$ cat config.mk
export PLATFORM = sky130hd
export DESIGN_NAME = full_linear_convolution
export DESIGN_NICKNAME = d
export VERILOG_FILES = /design/src/rtl/flc_pkg.sv /design/src/rtl/flc_mac.sv /design/src/rtl/full_linear_convolution.sv
export VERILOG_INCLUDE_DIRS = /design/src /design/src/rtl
export SDC_FILE = /design/constraint.sdc
export NUM_CORES = 2
export LEC_CHECK = 0
export BUFFER_PORTS_ARGS = -buffer_cell sky130_fd_sc_hd__buf_4
export CAP_MARGIN = 20
export CORE_UTILIZATION = 50
export CTS_CLUSTER_DIAMETER = 30
export DETAILED_ROUTE_END_ITERATION = 16
export GPL_TIMING_DRIVEN = 0
export PLACE_DENSITY = 0.66
export SLEW_MARGIN = 10
export SYNTH_ARGS = -nofsm -noshare
export SYNTH_HDL_FRONTEND = slang
export SYNTH_SLANG_ARGS = --single-unit
$ cat constraint.sdc
create_clock -name clk -period 16.65 [get_ports clk]
set_clock_uncertainty 0.15 [all_clocks]
set_input_delay 0.8325 -clock clk [delete_from_list [all_inputs] [get_ports clk]]
set_output_delay 0.8325 -clock clk [all_outputs]
set_load 0.05 [all_outputs]
$ cat src/rtl/full_linear_convolution_defines.svh
// Assertion macros shared by the convolution RTL.
`ifndef FULL_LINEAR_CONVOLUTION_DEFINES_SVH
`define FULL_LINEAR_CONVOLUTION_DEFINES_SVH

// Same-cycle implication, sampled on clk, off while rst_n is low.
`define FLC_ASSERT_IMP(lbl, a, b) \
    lbl: assert property (@(posedge clk) disable iff (!rst_n) (a) |-> (b)) \
        else $error("flc: same-cycle check failed");

// Next-cycle implication, sampled on clk, off while rst_n is low.
`define FLC_ASSERT_NXT(lbl, a, b) \
    lbl: assert property (@(posedge clk) disable iff (!rst_n) (a) |=> (b)) \
        else $error("flc: next-cycle check failed");

`endif

$ cat src/rtl/flc_pkg.sv
// Shared constants and types of the full linear convolution block.
package flc_pkg;

    localparam int MAX_TAPS    = 16;
    localparam int SAMPLE_BITS = 16;
    localparam int IDX_W       = $clog2(MAX_TAPS);
    localparam int LEN_W       = 5;
    localparam int PROD_W      = 2 * SAMPLE_BITS;
    localparam int RES_BITS    = 36;

    localparam logic KIND_TAP    = 1'b0;
    localparam logic KIND_SAMPLE = 1'b1;

    // Control from the sequencer to the multiply-accumulate.
    typedef struct packed {
        logic clr;  // zero the accumulator
        logic vld;  // operands present this cycle
    } mac_ctrl_t;

endpackage

$ cat src/rtl/flc_mac.sv
// Registered multiply followed by a 36-bit accumulator.
module flc_mac
    import flc_pkg::*;
(
    input  logic                       clk,
    input  logic                       rst_n,
    input  mac_ctrl_t                  ctrl,
    input  logic signed [SAMPLE_BITS-1:0] tap,
    input  logic signed [SAMPLE_BITS-1:0] smp,
    output logic signed [RES_BITS-1:0] acc,
    output logic                       busy
);

    logic                     mul_vld_reg;
    logic signed [PROD_W-1:0] prod_reg;
    logic signed [RES_BITS-1:0] acc_reg;

    always_ff @(posedge clk or negedge rst_n)
    begin
        if (!rst_n)
        begin
            mul_vld_reg <= 1'b0;
        end
        else
        begin
            mul_vld_reg <= ctrl.vld;
        end
    end

    always_ff @(posedge clk)
    begin
        if (ctrl.vld)
        begin
            prod_reg <= tap * smp;
        end
        if (ctrl.clr)
        begin
            acc_reg <= '0;
        end
        else if (mul_vld_reg)
        begin
            acc_reg <= acc_reg + RES_BITS'(prod_reg);
        end
    end

    assign acc  = acc_reg;
    assign busy = mul_vld_reg;

endmodule

$ cat src/rtl/full_linear_convolution.sv
// Top level: full linear convolution of a sample stream with a stored kernel.
//
// channel  direction  handshake              words
// item     in         item_valid/item_stall  kind, tap_index, value, last
// res      out        res_valid/res_stall    result, run_end, signal_end
// cfg      in         cfg_valid/cfg_ready    cfg_data = kernel_length
//
// A tap word is written while the block stays idle. A sample word passes these
// steps before the next accept (len = taps in use): the accepting idle state, a
// ring write, len reads of the tap and ring memories through the shared
// multiply-accumulate, a drain, and a load of the result register.
// A last sample adds len-1 tail outputs, each repeating the steps from the ring write.
// Reset clears the tap and history valid bits, so no memory sweep is needed.
// A stall on res holds the sequencer only when a new result is ready to load.
module full_linear_convolution
    import flc_pkg::*;
(
    input  logic                          clk,
    input  logic                          rst_n,
    // input items
    input  logic                          item_valid,
    output logic                          item_stall,
    input  logic                          kind,
    input  logic [3:0]                    tap_index,
    input  logic signed [SAMPLE_BITS-1:0] value,
    input  logic                          last,
    // results
    output logic                          res_valid,
    input  logic                          res_stall,
    output logic signed [RES_BITS-1:0]    result,
    output logic                          run_end,
    output logic                          signal_end,
    // kernel_length register
    input  logic                          cfg_valid,
    output logic                          cfg_ready,
    input  logic [LEN_W-1:0]              cfg_data
);

`include "full_linear_convolution_defines.svh"

    typedef enum logic [2:0] {
        ST_IDLE,
        ST_WRITE,
        ST_RUN,
        ST_DRAIN,
        ST_DONE
    } state_t;

    state_t state_reg;

    // Memories: kernel taps and a ring of past samples (newest at wp_reg).
    logic signed [SAMPLE_BITS-1:0] tap_mem  [MAX_TAPS];
    logic signed [SAMPLE_BITS-1:0] ring_mem [MAX_TAPS];
    logic signed [SAMPLE_BITS-1:0] tap_rd_reg;
    logic signed [SAMPLE_BITS-1:0] hist_rd_reg;

    // Valid bits stand in for the zero reset of both memories.
    logic [MAX_TAPS-1:0] tap_vld_reg;
    logic [MAX_TAPS-1:0] hist_vld_reg;
    logic                tap_ok_reg;
    logic                hist_ok_reg;
    logic                rd_vld_reg;

    logic [LEN_W-1:0]              kernel_length_reg;
    logic [IDX_W-1:0]              wp_reg;
    logic [IDX_W-1:0]              j_reg;
    logic [IDX_W-1:0]              len_m1_reg;
    logic [IDX_W-1:0]              tail_reg;
    logic                          last_reg;
    logic signed [SAMPLE_BITS-1:0] cur_reg;

    logic                          res_valid_reg;
    logic signed [RES_BITS-1:0]    result_reg;
    logic                          run_end_reg;
    logic                          signal_end_reg;

    logic                          item_take;
    logic                          tap_we;
    logic                          out_free;
    logic                          res_load;
    logic [IDX_W-1:0]              rd_addr;
    logic [LEN_W-1:0]              len_sat;
    logic [IDX_W-1:0]              len_m1_w;
    mac_ctrl_t                     mac_ctrl;
    logic signed [SAMPLE_BITS-1:0] tap_op;
    logic signed [SAMPLE_BITS-1:0] smp_op;
    logic signed [RES_BITS-1:0]    mac_acc;
    logic                          mac_busy;

    assign item_stall = (state_reg != ST_IDLE);
    assign item_take  = item_valid && !item_stall;
    assign tap_we     = item_take && (kind == KIND_TAP);
    assign out_free   = !res_valid_reg || !res_stall;
    assign res_load   = (state_reg == ST_DONE) && out_free;
    assign cfg_ready  = 1'b1;

    // tap j pairs with the sample j positions back from the newest one
    assign rd_addr = wp_reg - j_reg;

    // zero length means one tap, anything above the maximum saturates
    always_comb
    begin
        priority if (kernel_length_reg == '0)
        begin
            len_sat = LEN_W'(1);
        end
        else if (kernel_length_reg > LEN_W'(MAX_TAPS))
        begin
            len_sat = LEN_W'(MAX_TAPS);
        end
        else
        begin
            len_sat = kernel_length_reg;
        end
    end
    assign len_m1_w = IDX_W'(len_sat - LEN_W'(1));

    always_ff @(posedge clk)
    begin
        if (tap_we)
        begin
            tap_mem[tap_index[IDX_W-1:0]] <= value;
        end
        if (state_reg == ST_RUN)
        begin
            tap_rd_reg <= tap_mem[j_reg];
        end
    end

    always_ff @(posedge clk)
    begin
        if (state_reg == ST_WRITE)
        begin
            ring_mem[wp_reg] <= cur_reg;
        end
        if (state_reg == ST_RUN)
        begin
            hist_rd_reg <= ring_mem[rd_addr];
        end
    end

    // unwritten entries read as zero
    assign tap_op = tap_ok_reg  ? tap_rd_reg  : '0;
    assign smp_op = hist_ok_reg ? hist_rd_reg : '0;

    assign mac_ctrl.clr = (state_reg == ST_WRITE);
    assign mac_ctrl.vld = rd_vld_reg;

    flc_mac u_mac (
        .clk   (clk),
        .rst_n (rst_n),
        .ctrl  (mac_ctrl),
        .tap   (tap_op),
        .smp   (smp_op),
        .acc   (mac_acc),
        .busy  (mac_busy)
    );

    always_ff @(posedge clk or negedge rst_n)
    begin
        if (!rst_n)
        begin
            state_reg         <= ST_IDLE;
            tap_vld_reg       <= '0;
            hist_vld_reg      <= '0;
            tap_ok_reg        <= 1'b0;
            hist_ok_reg       <= 1'b0;
            rd_vld_reg        <= 1'b0;
            kernel_length_reg <= LEN_W'(1);
            wp_reg            <= '0;
            j_reg             <= '0;
            len_m1_reg        <= '0;
            tail_reg          <= '0;
            last_reg          <= 1'b0;
            cur_reg           <= '0;
            res_valid_reg     <= 1'b0;
            result_reg        <= '0;
            run_end_reg       <= 1'b0;
            signal_end_reg    <= 1'b0;
        end
        else
        begin
            if (cfg_valid && cfg_ready)
            begin
                kernel_length_reg <= cfg_data;
            end
            if (!res_stall && !res_load)
            begin
                res_valid_reg <= 1'b0;
            end
            rd_vld_reg <= (state_reg == ST_RUN);

            unique case (state_reg)
                ST_IDLE:
                begin
                    if (tap_we)
                    begin
                        tap_vld_reg[tap_index[IDX_W-1:0]] <= 1'b1;
                    end
                    else if (item_take)
                    begin
                        cur_reg    <= value;
                        last_reg   <= last;
                        len_m1_reg <= len_m1_w;
                        tail_reg   <= last ? len_m1_w : '0;
                        state_reg  <= ST_WRITE;
                    end
                end
                ST_WRITE:
                begin
                    // newest sample lands in the ring; reads start next cycle
                    hist_vld_reg[wp_reg] <= 1'b1;
                    j_reg                <= '0;
                    state_reg            <= ST_RUN;
                end
                ST_RUN:
                begin
                    tap_ok_reg  <= tap_vld_reg[j_reg];
                    hist_ok_reg <= hist_vld_reg[rd_addr];
                    if (j_reg == len_m1_reg)
                    begin
                        state_reg <= ST_DRAIN;
                    end
                    else
                    begin
                        j_reg <= j_reg + IDX_W'(1);
                    end
                end
                ST_DRAIN:
                begin
                    if (!rd_vld_reg && !mac_busy)
                    begin
                        state_reg <= ST_DONE;
                    end
                end
                ST_DONE:
                begin
                    if (out_free)
                    begin
                        res_valid_reg  <= 1'b1;
                        result_reg     <= mac_acc;
                        run_end_reg    <= (tail_reg == '0);
                        signal_end_reg <= last_reg && (tail_reg == '0);
                        wp_reg         <= wp_reg + IDX_W'(1);
                        if (tail_reg != '0)
                        begin
                            // tail output: shift a zero in
                            tail_reg  <= tail_reg - IDX_W'(1);
                            cur_reg   <= '0;
                            state_reg <= ST_WRITE;
                        end
                        else
                        begin
                            if (last_reg)
                            begin
                                hist_vld_reg <= '0;
                            end
                            state_reg <= ST_IDLE;
                        end
                    end
                end
                default:
                begin
                    state_reg <= ST_IDLE;
                end
            endcase
        end
    end

    assign res_valid  = res_valid_reg;
    assign result     = result_reg;
    assign run_end    = run_end_reg;
    assign signal_end = signal_end_reg;

    `FLC_ASSERT_IMP(a_sig_end_has_run_end, res_valid && signal_end, run_end)
    `FLC_ASSERT_IMP(a_j_in_range, state_reg == ST_RUN, j_reg <= len_m1_reg)
    `FLC_ASSERT_NXT(a_history_cleared,
        state_reg == ST_DONE && out_free && tail_reg == '0 && last_reg,
        hist_vld_reg == '0)
    `FLC_ASSERT_NXT(a_tail_continues,
        state_reg == ST_DONE && out_free && tail_reg != '0,
        state_reg == ST_WRITE && cur_reg == '0)
    `FLC_ASSERT_IMP(a_mac_idle_on_clear, state_reg == ST_WRITE, !mac_busy && !rd_vld_reg)

endmodule

==> impl_metrics.env <==
export IMPL_critPathLaunchType="flop"
export IMPL_power_density_mw_per_mm2=202
export IMPL_yosys_top_cells_area="edfxtp_1 44%, fa_1 14%, mux4_2 8.8%"
export IMPL_p_clk_share_pct=32.1
export IMPL_grt_pass1_wl_um=149000
export IMPL_initial_core_util_pct=50.4
export IMPL_share_comb_of_total_power_pct=39.8
export IMPL_fp_dieW_um=281
export IMPL_area_delta_synth_final_pct=20.3
export IMPL_synthFlopType="edfxtp_1"
export IMPL_crit_fanout=10
export IMPL_synth_warnings=0
export IMPL_firstDrtPassIters=5
export IMPL_netlist_area_leader_share_pct=44.4
export IMPL_hold_path_class="in -> reg"
export IMPL_synth_seq_cells=728
export IMPL_nets=3520
export IMPL_critPathKind="reg -> reg"
export IMPL_grt_pass1_vias=25600
export IMPL_grt_antenna_before_repair=1
export IMPL_syn_area_sq_mm=0.0390
export IMPL_drt_initial_drc_count=1543
export IMPL_utilization_pct=60.7
export IMPL_cp_end_kind="flop"
export IMPL_cts_resized_gates=0
export IMPL_layout_min_cycle_time_ps=7900
export IMPL_p_sw_share_pct=37.5
export IMPL_numCtsBuffers=142
export IMPL_insertion_delay_ps=740
export IMPL_die_area_sq_mm=0.0791
export IMPL_finalMaxSlewViolations=0
export IMPL_syn_nets=3255
export IMPL_cts_root_buf="clkbuf_16"
export IMPL_grt_max_degree=84
export IMPL_fin_setup_tns_ps=0
export IMPL_hpwl_um=71600
export IMPL_vias=23800
export IMPL_worstPathArrival_ps=8180
export IMPL_postCtsSetupBuffers=0
export IMPL_synth_edf_count=576
export IMPL_antenna_cells=0
export IMPL_core_sq_mm=0.0773
export IMPL_r2r_start="tap_ok_reg$_DFFE_PN0P_"
export IMPL_p_sw_uw=3550
export IMPL_io_buffers=71
export IMPL_grt_total_usage_pct=25.5
export IMPL_synth_top_cell_by_area="edfxtp_1"
export IMPL_die_h_um=281
export IMPL_finalSetupViolCount=0
export IMPL_worstHoldStart="cfg_data[2]"
export IMPL_ys_async_sr_fraction_pct=15.9
export IMPL_fmax_mhz=127
export IMPL_ys_seq_area_share_pct=53.7
export IMPL_hold_violations=0
export IMPL_yosysUniqueCellTypes=71
export IMPL_clock_sinks=728
export IMPL_rsz0062_at_grt="no"
export IMPL_synth_cells=2832
export IMPL_leakagePower_uw=0.0189
export IMPL_fillers=5864
export IMPL_status="finished clean"
export IMPL_crit_start="tap_ok_reg$_DFFE_PN0P_"
export IMPL_p_seq_share_pct=28.1
export IMPL_cts_max_level=4
export IMPL_cts_tree="yes"
export IMPL_slew_limit_headroom_pct=30.4
export IMPL_place_gp_congestion=0.950
export IMPL_hold_buffers=1
export IMPL_period_share_pct=47.5
export IMPL_crit_required_ps=16930
export IMPL_drive_gt1_share_pct=18.8
export IMPL_gr_total_overflow=0
export IMPL_drc=0
export IMPL_wl_um=96900
export IMPL_routedWlPerCell_um=22.8
export IMPL_regToRegSetupSlack_ps=8750
export IMPL_clk_pin_slew_worst_paths_ps=50
export IMPL_intPower_uw=5930
export IMPL_worstMarginPinSlew_ps=1040
export IMPL_drtAntennaViolNets=0
export IMPL_synth_area_per_cell_sq_um=13.8
export IMPL_cts_path_max_buffers=3
export IMPL_vdd_drop_max_uv=103
export IMPL_drv_cap=0
export IMPL_rows=102
export IMPL_io_pins=73
export IMPL_avgViaCountPerCell=5.59
-- worst paths after layout --
kind | endpoint | depth (start not counted)
worst max-delay path | u_mac.prod_reg[31]$_DFFE_PP_ | 24
worst min-delay path | kernel_length_reg[2]$_DFFE_PN0P_ | 2
worst max register to register | u_mac.prod_reg[31]$_DFFE_PP_ | 24
worst min register to register | result[29]$_DFFE_PN0P_ | 2
max in group asynchronous | cur_reg[0]$_DFFE_PN0P_ | 3
min in group asynchronous | result[5]$_DFFE_PN0P_ | 2
-- placed cells by master (no fill, tap or decap), drive strengths merged, types with 20 or more instances in the layout --
| cell | n |
|---|---|
| a21o | 27 |
| bufinv | 23 |
| mux4 | 153 |
| a21oi | 84 |
| dfxtp | 36 |
| clkbuf | 259 |
| mux2i | 36 |
| ha | 127 |
| buf | 147 |
| a31oi | 20 |
| and2 | 29 |
| clkinv | 51 |
| xnor2 | 53 |
| o21ai | 38 |
| nor2b | 31 |
| dfrtp | 115 |
| inv | 334 |
| nand2 | 296 |
| a211oi | 26 |
| xor2 | 24 |
| edfxtp | 576 |
| fa | 264 |
| nor2 | 248 |
| nand3 | 33 |
| nor3 | 30 |
-- logic make-up after synthesis --
group | count (synthesis) | share of synthesized area [%]
adders and majority gates | 391 | 17.6
buffers and inverters | 434 | 4.22
muxes | 200 | 10.1
xor gates and xnor gates | 77 | 1.73
AOI/OAI and AO/OA | 273 | 4.62
and+or+nand+nor | 728 | 8.06
DFF | 728 | 53.7
other | 1 | 0.00962
-- critical path, stage by stage (launching register included) --
cell and delay [ps]:
dfrtp_1 420, clkbuf_1 400, buf_1 460, nand2_1 500, nor2_1 260, fa_1 430
inv_1 70, fa_1 440, fa_1 500, fa_1 550, inv_1 50, fa_1 470
inv_1 50, fa_1 470, inv_1 40, ha_1 320, and4_1 230, a221o_1 380
a31oi_2 280, o31a_4 240, a2111oi_2 100, or3b_1 370, a31o_1 230, a21oi_2 140
xnor2_1 70
-- power by group through the flow --
stage	combinational [uW]	sequential, uW	clock (uW)
after floorplan	2560	2730	0
after global placement	3650	2690	0
after detailed placement	3760	2700	0
after CTS	3790	2670	3090
after global routing	4150	2700	3170
final	3770	2660	3050
-- routing by layer --
metal	part of all wire, %	GRT usage, %	up-vias
met4	3.9	10.9	2
met1	39	30.7	12100
met5	0.012	0	-
met2	52	44.6	872
li1	-	-	10500
met3	5.8	4.86	248
-- synth_stat cells (all sizes together), types with 18 or more instances --
library cell and number:
dfrtp 115, a211oi 26, clkbuf 90, o21ai 38
nand3 33, ha 127, nand2 296, nor2b 31
a21oi 84, nor3 30, mux2i 36, mux4 153
or2 18, xnor2 53, inv 317, buf 27
xor2 24, a21o 27, fa 264, nor2 248
a31oi 20, dfxtp 36, edfxtp 576, and2 29
-- metrics by stage --
step | cell area [sq um] | setup slack, ps | power (uW) | std cells | hold WS [ps]
floorplan | 39000 | 9860 | 5290 | 2832 | 276
global placement | 40800 | 8860 | 6330 | 3943 | 296
detailed placement | 41600 | 8770 | 6460 | 3989 | 301
CTS | 46900 | 8740 | 9550 | 4256 | 165
global route | 46900 | 8380 | 10000 | 4259 | 180
finish | 46900 | 8750 | 9480 | 4259 | 202
-- final cells by class --
cell class | count | area, sq um | area share (%)
flip-flops and latches | 728 | 20900 | 44.6
well taps | 1040 | 1300 | 2.77
repair buffers | 121 | 1230 | 2.62
multi-input cells | 1670 | 16600 | 35.3
inverters | 317 | 1190 | 2.54
clock inverters | 97 | 1480 | 3.14
plain buffers | 117 | 455 | 0.971
clock buffers | 169 | 3780 | 8.06
(Power assumes the default switching activity.)
